--- config.mk ---
export PLATFORM = sky130hd
export DESIGN_NAME = additive_lagged_fibonacci_prng_core
export DESIGN_NICKNAME = d
export VERILOG_FILES = /design/src/rtl/core/alfp_pkg.sv /design/src/rtl/core/alfp_mulmod.sv /design/src/rtl/core/alfp_hist_ram.sv /design/src/rtl/core/alfp_out_buf.sv /design/src/rtl/core/additive_lagged_fibonacci_prng_core.sv
export VERILOG_INCLUDE_DIRS = /design/src /design/src/rtl/core
export SDC_FILE = /design/constraint.sdc
export NUM_CORES = 2
export LEC_CHECK = 0
export BUFFER_PORTS_ARGS = -buffer_cell sky130_fd_sc_hd__buf_4
export CAP_MARGIN = 5
export CORE_AREA = 2 2 369 371
export DETAILED_ROUTE_END_ITERATION = 10
export DIE_AREA = 0 0 371 373
export GPL_ROUTABILITY_DRIVEN = 0
export RECOVER_POWER = 50
export SKIP_CTS_REPAIR_TIMING = 1
export SYNTH_ARGS = -nofsm -noshare
export SYNTH_HDL_FRONTEND = slang
export SYNTH_SLANG_ARGS = --single-unit
--- constraint.sdc ---
create_clock -name aclk -period 22.3 [get_ports aclk]
set_input_delay 2.23 -clock aclk [delete_from_list [all_inputs] [get_ports aclk]]
set_output_delay 2.23 -clock aclk [all_outputs]
set_load 0.1 [all_outputs]
--- src/rtl/core/additive_lagged_fibonacci_prng_core_assert.svh ---
// ----------------------------------------------------------------------------
// Assertion macros for the lagged Fibonacci generator core
// Implication checks, same cycle and next cycle, clocked and reset-qualified.
// ----------------------------------------------------------------------------
`ifndef ADDITIVE_LAGGED_FIBONACCI_PRNG_CORE_ASSERT_SVH
`define ADDITIVE_LAGGED_FIBONACCI_PRNG_CORE_ASSERT_SVH

// ante implies cons in the same cycle
`define ALFP_ASSERT_SAME(lbl, clk, rstn, ante, cons, msg) \
    lbl: assert property (@(posedge clk) disable iff (!(rstn)) (ante) |-> (cons)) \
        else $error(msg);

// ante implies cons in the following cycle
`define ALFP_ASSERT_NEXT(lbl, clk, rstn, ante, cons, msg) \
    lbl: assert property (@(posedge clk) disable iff (!(rstn)) (ante) |=> (cons)) \
        else $error(msg);

`endif

--- src/rtl/core/alfp_pkg.sv ---
// ----------------------------------------------------------------------------
// alfp_pkg
// Shared constants for the additive lagged Fibonacci generator.
// ----------------------------------------------------------------------------
`timescale 1ns / 1ps
`default_nettype none

package alfp_pkg;

    localparam int WORD_W     = 32;
    localparam int LONG_LAG   = 31;
    localparam int SHORT_LAG  = 3;
    localparam int MOD_W      = 31;
    localparam int MULT_W     = 15;
    localparam int S_TDATA_W  = 8;

    localparam logic [MULT_W-1:0] MULT_CONST = 15'd16807;
    localparam logic [MOD_W-1:0]  MOD_PRIME  = 31'h7FFF_FFFF;

endpackage

`default_nettype wire

--- src/rtl/core/alfp_mulmod.sv ---
// ----------------------------------------------------------------------------
// alfp_mulmod
// Signed word times 16807, remainder mod 2^31-1 raised to non-negative.
// ----------------------------------------------------------------------------
`timescale 1ns / 1ps
`default_nettype none

module alfp_mulmod (
    input  wire logic [alfp_pkg::WORD_W-1:0] prev_word,
    output logic      [alfp_pkg::WORD_W-1:0] next_word
);

    localparam int PROD_W = alfp_pkg::WORD_W + alfp_pkg::MULT_W;
    localparam int HI_W   = PROD_W - alfp_pkg::MOD_W;

    logic                          neg;
    logic [alfp_pkg::WORD_W-1:0]   mag;
    logic [PROD_W-1:0]             prod;
    logic [alfp_pkg::WORD_W-1:0]   fold;
    logic [alfp_pkg::WORD_W-1:0]   red;
    logic [alfp_pkg::MOD_W-1:0]    rem;

    assign neg  = prev_word[alfp_pkg::WORD_W-1];
    assign mag  = neg ? (~prev_word + 1'b1) : prev_word;
    assign prod = PROD_W'(mag) * PROD_W'(alfp_pkg::MULT_CONST);

    // 2^31 == 1 mod (2^31-1): fold high part onto low part
    assign fold = {1'b0, prod[alfp_pkg::MOD_W-1:0]}
                + alfp_pkg::WORD_W'(prod[PROD_W-1 -: HI_W]);
    assign red  = (fold >= {1'b0, alfp_pkg::MOD_PRIME})
                ? (fold - {1'b0, alfp_pkg::MOD_PRIME}) : fold;
    assign rem  = red[alfp_pkg::MOD_W-1:0];

    always_comb begin
        if (neg && (rem != '0)) begin
            next_word = {1'b0, alfp_pkg::MOD_PRIME - rem};
        end else begin
            next_word = {1'b0, rem};
        end
    end

endmodule

`default_nettype wire

--- src/rtl/core/alfp_hist_ram.sv ---
// ----------------------------------------------------------------------------
// alfp_hist_ram
// Word history memory, one write and one registered read per cycle.
// ----------------------------------------------------------------------------
`timescale 1ns / 1ps
`default_nettype none

module alfp_hist_ram #(
    parameter int DEPTH  = alfp_pkg::LONG_LAG,
    parameter int ADDR_W = $clog2(DEPTH)
) (
    input  wire logic                        aclk,
    input  wire logic                        wr_en,
    input  wire logic [ADDR_W-1:0]           wr_addr,
    input  wire logic [alfp_pkg::WORD_W-1:0] wr_data,
    input  wire logic                        rd_en,
    input  wire logic [ADDR_W-1:0]           rd_addr,
    output logic      [alfp_pkg::WORD_W-1:0] rd_data
);

    logic [alfp_pkg::WORD_W-1:0] mem [DEPTH];

    always_ff @(posedge aclk) begin
        if (wr_en) begin
            mem[wr_addr] <= wr_data;
        end
    end

    always_ff @(posedge aclk) begin
        if (rd_en) begin
            rd_data <= mem[rd_addr];
        end
    end

endmodule

`default_nettype wire

--- src/rtl/core/alfp_out_buf.sv ---
// ----------------------------------------------------------------------------
// alfp_out_buf
// Two-entry output register with skid slot for the result channel.
// ----------------------------------------------------------------------------
`timescale 1ns / 1ps
`default_nettype none

module alfp_out_buf (
    input  wire logic                        aclk,
    input  wire logic                        aresetn,
    input  wire logic                        push,
    input  wire logic [alfp_pkg::WORD_W-1:0] push_data,
    output logic                             full,
    output logic                             m_tvalid,
    input  wire logic                        m_tready,
    output logic      [alfp_pkg::WORD_W-1:0] m_tdata
);

    logic                        main_valid_reg, main_valid_next;
    logic                        skid_valid_reg, skid_valid_next;
    logic [alfp_pkg::WORD_W-1:0] main_data_reg,  main_data_next;
    logic [alfp_pkg::WORD_W-1:0] skid_data_reg,  skid_data_next;
    logic                        pop;

    assign pop      = main_valid_reg & m_tready;
    assign full     = skid_valid_reg;
    assign m_tvalid = main_valid_reg;
    assign m_tdata  = main_data_reg;

    always_comb begin
        main_valid_next = main_valid_reg;
        skid_valid_next = skid_valid_reg;
        main_data_next  = main_data_reg;
        skid_data_next  = skid_data_reg;
        if (skid_valid_reg) begin
            if (pop) begin
                main_data_next  = skid_data_reg;
                skid_valid_next = 1'b0;
            end
        end else if (push) begin
            if (!main_valid_reg || pop) begin
                main_data_next  = push_data;
                main_valid_next = 1'b1;
            end else begin
                skid_data_next  = push_data;
                skid_valid_next = 1'b1;
            end
        end else if (pop) begin
            main_valid_next = 1'b0;
        end
    end

    always_ff @(posedge aclk) begin
        if (!aresetn) begin
            main_valid_reg <= 1'b0;
            skid_valid_reg <= 1'b0;
        end else begin
            main_valid_reg <= main_valid_next;
            skid_valid_reg <= skid_valid_next;
        end
    end

    always_ff @(posedge aclk) begin
        main_data_reg <= main_data_next;
        skid_data_reg <= skid_data_next;
    end

endmodule

`default_nettype wire

--- src/rtl/core/additive_lagged_fibonacci_prng_core.sv ---
// ----------------------------------------------------------------------------
// additive_lagged_fibonacci_prng_core
// Additive lagged Fibonacci word generator, random() type 3 sequence.
// ----------------------------------------------------------------------------
// Usage:
//   cfg_valid/cfg_ready/cfg_data write the seed (word 0); cfg_ready is always
//   high. Write it only while the core is idle.
//   Each s_ transaction requests one word; s_tdata[0] = restart starts the
//   sequence over and returns the seed. Each request gives one m_ transaction
//   carrying the 32-bit word.
//   Output: the word goes into the registered output stage and then onto m_tdata.
//   Throughput: one word per cycle while s_tready is high. The long-lag
//   history sits in a 31-entry RAM read one item ahead; the short lag and the
//   previous word sit in registers; the 16807 multiply-mod is combinational.
//   Reset: seed becomes 1, next word is word 0; no clearing pass is needed.
//   Stall: a two-entry output stage keeps s_tready high while one result
//   waits; s_tready drops only when two results are pending.
// ----------------------------------------------------------------------------
`timescale 1ns / 1ps
`default_nettype none

`include "additive_lagged_fibonacci_prng_core_assert.svh"

module additive_lagged_fibonacci_prng_core #(
    parameter int LONG_LAG = alfp_pkg::LONG_LAG
) (
    input  wire logic                           aclk,
    input  wire logic                           aresetn,
    // config: seed_value
    input  wire logic                           cfg_valid,
    output logic                                cfg_ready,
    input  wire logic [alfp_pkg::WORD_W-1:0]    cfg_data,
    // s_tdata: [0] restart, [7:1] zero
    input  wire logic                           s_tvalid,
    output logic                                s_tready,
    input  wire logic [alfp_pkg::S_TDATA_W-1:0] s_tdata,
    // m_tdata: [31:0] word_out
    output logic                                m_tvalid,
    input  wire logic                           m_tready,
    output logic      [alfp_pkg::WORD_W-1:0]    m_tdata
);

    localparam int ADD_PHASE = LONG_LAG + alfp_pkg::SHORT_LAG;
    localparam int POS_W     = $clog2(ADD_PHASE + 1);
    localparam int PTR_W     = $clog2(LONG_LAG);

    logic                        s_acc;
    logic                        restart;
    logic                        buf_full;
    logic [alfp_pkg::WORD_W-1:0] seed_reg;
    logic [POS_W-1:0]            pos_reg, pos_next, pos_cur;
    logic [PTR_W-1:0]            wp_reg, wp_cur, wp_adv;
    logic [alfp_pkg::WORD_W-1:0] lag1_reg, lag2_reg, lag3_reg;
    logic [alfp_pkg::WORD_W-1:0] long_q;
    logic [alfp_pkg::WORD_W-1:0] mul_word;
    logic [alfp_pkg::WORD_W-1:0] word;

    assign cfg_ready = 1'b1;
    assign s_tready  = ~buf_full;
    assign s_acc     = s_tvalid & s_tready;
    assign restart   = s_tdata[0];

    assign pos_cur = restart ? '0 : pos_reg;
    assign wp_cur  = restart ? '0 : wp_reg;
    assign wp_adv  = (wp_cur == PTR_W'(LONG_LAG - 1)) ? '0 : wp_cur + 1'b1;

    alfp_mulmod u_mulmod (
        .prev_word (lag1_reg),
        .next_word (mul_word)
    );

    alfp_hist_ram #(
        .DEPTH  (LONG_LAG),
        .ADDR_W (PTR_W)
    ) u_hist_ram (
        .aclk    (aclk),
        .wr_en   (s_acc),
        .wr_addr (wp_cur),
        .wr_data (word),
        .rd_en   (s_acc),
        .rd_addr (wp_adv),
        .rd_data (long_q)
    );

    always_comb begin
        if (pos_cur == '0) begin
            word = seed_reg;
        end else if (pos_cur < POS_W'(LONG_LAG)) begin
            word = mul_word;
        end else if (pos_cur < POS_W'(ADD_PHASE)) begin
            word = long_q;
        end else begin
            word = long_q + lag3_reg;
        end
    end

    assign pos_next = (pos_cur < POS_W'(ADD_PHASE)) ? pos_cur + 1'b1 : pos_cur;

    always_ff @(posedge aclk) begin
        if (!aresetn) begin
            seed_reg <= alfp_pkg::WORD_W'(1);
            pos_reg  <= '0;
            wp_reg   <= '0;
        end else begin
            if (cfg_valid && cfg_ready) begin
                seed_reg <= cfg_data;
            end
            if (s_acc) begin
                pos_reg <= pos_next;
                wp_reg  <= wp_adv;
            end
        end
    end

    always_ff @(posedge aclk) begin
        if (s_acc) begin
            lag1_reg <= word;
            lag2_reg <= lag1_reg;
            lag3_reg <= lag2_reg;
        end
    end

    alfp_out_buf u_out_buf (
        .aclk      (aclk),
        .aresetn   (aresetn),
        .push      (s_acc),
        .push_data (word),
        .full      (buf_full),
        .m_tvalid  (m_tvalid),
        .m_tready  (m_tready),
        .m_tdata   (m_tdata)
    );

    `ALFP_ASSERT_SAME(a_ready_when_empty, aclk, aresetn, !m_tvalid, s_tready,
        "input stalled with empty output stage")
    `ALFP_ASSERT_NEXT(a_restart_pos, aclk, aresetn, s_acc && restart,
        (pos_reg == POS_W'(1)) && (wp_reg == PTR_W'(1)), "restart did not rewind")
    `ALFP_ASSERT_SAME(a_pos_range, aclk, aresetn, 1'b1,
        (pos_reg <= POS_W'(ADD_PHASE)) && (wp_reg < PTR_W'(LONG_LAG)),
        "position or pointer out of range")
    `ALFP_ASSERT_NEXT(a_result_shown, aclk, aresetn, s_acc, m_tvalid,
        "accepted transaction left no result")

endmodule

`default_nettype wire
==> run summary <==
The largest register by flop count is u_hist_ram.mem. The floorplan has 135 rows. Summed over all nets, the half-perimeter wirelength after detailed placement is 104000 um. The logs give 0 ns for the sum of negative setup slack and 58.1 MHz for the maximum frequency from static timing analysis.

First-pass GRT wire length: 251000 um. The number of nets handed over by synthesis was 5274. The tools report the core outline area as 0.135 mm^2.

The tools report the end point of the most critical hold path as lag3_reg[19]. Number of synthesized flops with an enable pin: 1184. The maximum fanout count along the critical path was 33; the number of CTS-inserted buffers was 115. The worst register-to-register path begins at lag1_reg[4]. In this run the critical register-to-register path is captured at u_out_buf.skid_data_reg[23]. The clock arrives with 0.0934 ns of skew. The flow ran to the end, but the final reports show violations. Once detail routing completed, the nets flagged for antenna violations numbered 0. The kind of launch point of the worst setup path was a register.

In this run the deepest clock path goes through 3 buffers. The worst setup path is captured at a register. Before antenna repair, the detailed router went through 8 iterations. The logs give 22.41 ns for the data required time at the worst endpoint and 7 for the initial antenna violation count. The worst relative slew slack was -1.44. The count of max-cap constraint violations is 47, and the count of pins on the block boundary is 80. The share of the clock period used by the worst path after layout was 0.772; the detailed-route via count was 40500. At the worst endpoint, the arrival time is 17.33 ns. The violation count after the first detailed-route iteration came out at 4833. Using the TritonRoute via totals, the vias-per-cell ratio works out to 6.00.

The floorplan step defined a die boundary enclosing 0.138 mm^2. In this run, synthesis produced a sequential element count of 1229. Global router's overall resource usage: 0.243. The average instance in the mapped netlist occupies 12.4 um^2.

The max-slew violation count was 1347; the clock transition at the register clock pins on the worst setup and hold paths after CTS was 0.06 ns. CTS placed an instance of clkbuf_16 at the clock tree root. The detailed-route wire length on metal 1 is 73000 um, and the share of flip-flops with an asynchronous set or reset after synthesis is 0.

Along the worst hold path, the cell count comes to 0. For flop-to-flop paths, the worst setup slack is 5.08 ns. TritonCTS built the clock tree. In the final routed layout, each cell accounts on average for 25.3 um. During synthesis, Yosys emitted a total of 0 warnings.

The classification of the worst-slack hold path is register to register. The sequential element share of the synthesized area came out at 0.605. Counting every instance in the synthesized netlist gives 4843.

The final layout contains routed wiring with a total length of 171000 um. For this run, the slowest stage of the critical path takes 0.83 ns. The via count of the first global-routing pass was 38200; the clock latency of the later-clocked register in the worst-skew pair was 0.76 ns. The cell that appears most often on the critical path is inv_1. After detailed routing, the number of remaining DRC violations is 0. Area overhead of the layout relative to synthesis: 10.3%. Setup repair after global routing left no endpoint under its margin.

Measured along the x axis, the die boundary spans 371 um. The synthesized netlist occupies a cell area of 0.0602 mm^2. For this run, the post-layout net count is 5309.

Count of distinct cell types in the synthesized netlist: 99. The critical path is of the register to register type. For the routed wire length on met3, the log shows 13400 um.

Highest layer used for signal routing: met5. The tools report the count of endpoints failing hold in the final timing report as 0. The worst reg2reg path depth was 51. In this run the tool buffered the top-level ports with 71 buffer cells. On the critical path, the stage with the largest delay is an instance of o41ai_1.

In the synthesized netlist the dominant register cell turns out to be edfxtp_1. The fraction of layout cells with a size suffix above 1 came out at 0.0787. Entering global routing, the biggest net connects 146 pins. In this run the vertical extent of the chip is 373 um.

The initial cell density of the core was 0.448; the measured slew at the worst slew-check pin was 3.65 ns. The flip-flop count of the largest register after layout was 992; the clock sink total was 1229. The launch instance of the worst min-delay path is lag2_reg[19].

Setup violation total in the final timing report: 0. After global routing the overflow that remains totals 0. The routed design uses 79200 um of met2 wire. The H-tree generated during clock tree synthesis spans 3 levels. The checks that failed: max-capacitance violations, max-slew violations. The clock period minus worst slack came out at 17.22 ns.
-- stage by stage --
step	worst slack, ns	cell area, um^2	hold slack, ns	instances	utilization
6_report	5.08	66400	0.403	6753	0.494
5_1_grt	3.98	66400	0.411	6752	0.494
4_1_cts	5.16	66800	0.395	6752	0.496
3_5_place_dp	5.18	63200	0.405	6542	0.470
3_3_place_gp	5.35	63200	0.401	6542	0.470
2_1_floorplan	7.82	60200	0.400	4843	-
-- critical path: cells and delay by family, from the launching register on --
family | cells | cell delay [ns]
adder cells (fa/ha/maj) | 8 | 3.49
AO/OA/AOI/OAI | 14 | 3.84
flip-flops | 1 | 0.49
AND/OR/NAND/NOR | 21 | 7.54
buffers and inverters | 6 | 0.49
XOR/XNOR | 2 | 0.82
-- cell families (layout without fill, tap and decap cells) --
family / count (synthesis) / in the layout / synth area share
AO/OA/AOI/OAI: 1042 / 1042 / 0.124
XOR/XNOR: 138 / 138 / 0.0202
adder cells (fa/ha/maj): 386 / 386 / 0.0975
buffers and inverters: 571 / 699 / 0.0375
flip-flops: 1229 / 1229 / 0.605
multiplexers: 42 / 42 / 0.00702
other: 1 / 2 / 0.0000622
AND/OR/NAND/NOR: 1434 / 1434 / 0.108
-- cells in the mapped netlist (all sizes together), types with 14 or more instances --
cell       n  area (um^2)
a211oi    65          493
a21o      23          173
a21oi    124          628
a221oi    14          129
a311o     33          330
a311oi   107          955
a31o      30          263
a31oi     51          325
and3      74          463
and4      14          123
buf       51          278
clkbuf   218          818
dfxtp     45          901
edfxtp  1184        35600
fa       139         2780
ha       247         3090
inv      294         1100
mux2i     40          400
nand2    715         2690
nand2b    26          163
nand3    197          986
nand4     21          153
nor2     216          811
nor2b     18          113
nor3      45          230
nor4      28          224
o211ai    25          188
o21a      17          128
o21ai    189          953
o21bai    14          105
o221ai   139         1220
o22ai     98          613
o31ai     35          263
or3       26          163
or4       15          116
xnor2     99          867
xor2      39          349
-- cell usage in the layout, fill, tap and decap left out, types with 26 or more instances in the layout --
cell type / instances
nand2_1: 713
edfxtp_1: 1184
a31oi_1: 48
buf_4: 124
clkinv_1: 37
xnor2_1: 99
ha_1: 247
nand2b_1: 26
nand3_1: 197
dfxtp_1: 45
a311o_1: 33
and3_1: 74
xor2_1: 38
clkbuf_1: 93
o31ai_1: 35
fa_1: 139
a21oi_1: 111
nor3_1: 42
o221ai_1: 138
a31o_2: 27
o22ai_1: 98
a311oi_1: 106
inv_1: 294
or3_1: 26
o21ai_0: 180
clkbuf_16: 115
a211oi_1: 64
nor2_1: 185
mux2i_1: 39
-- routing by layer --
metal / track usage / vias up
met5: 0 / -
met1: 0.349 / 20200
met3: 0.0323 / 270
li1: - / 18300
met2: 0.383 / 1658
met4: 0.0746 / 2
-- layout make-up --
cell class	instances	area [um^2]
fill	11800	68200
sequential	1229	36500
multi-input combinational	3043	21800
clock buffer	142	2980
tap	1781	2230
timing repair buffer	192	1220
inverter	297	1120
clock inverter	68	624
antenna	1	2.50
-- worst max-delay path by stage --
stage	startpoint	to	slack, ns	cells past startpoint
finish	lag1_reg[4]	u_out_buf.skid_data_reg[23]	5.08	51
global route	lag1_reg[4]	u_out_buf.skid_data_reg[23]	3.98	52
CTS	lag1_reg[4]	u_out_buf.skid_data_reg[23]	5.16	51
detailed placement	lag1_reg[4]	u_hist_ram.mem[1][23]	5.18	51
global placement	lag1_reg[4]	u_hist_ram.mem[0][23]	5.35	51
floorplan	lag1_reg[3]	lag1_reg[26]	7.82	53
Power is left out: the tool's default activity adds up to more than one toggle a clock period on the data nets, which glitch-free logic cannot reach.
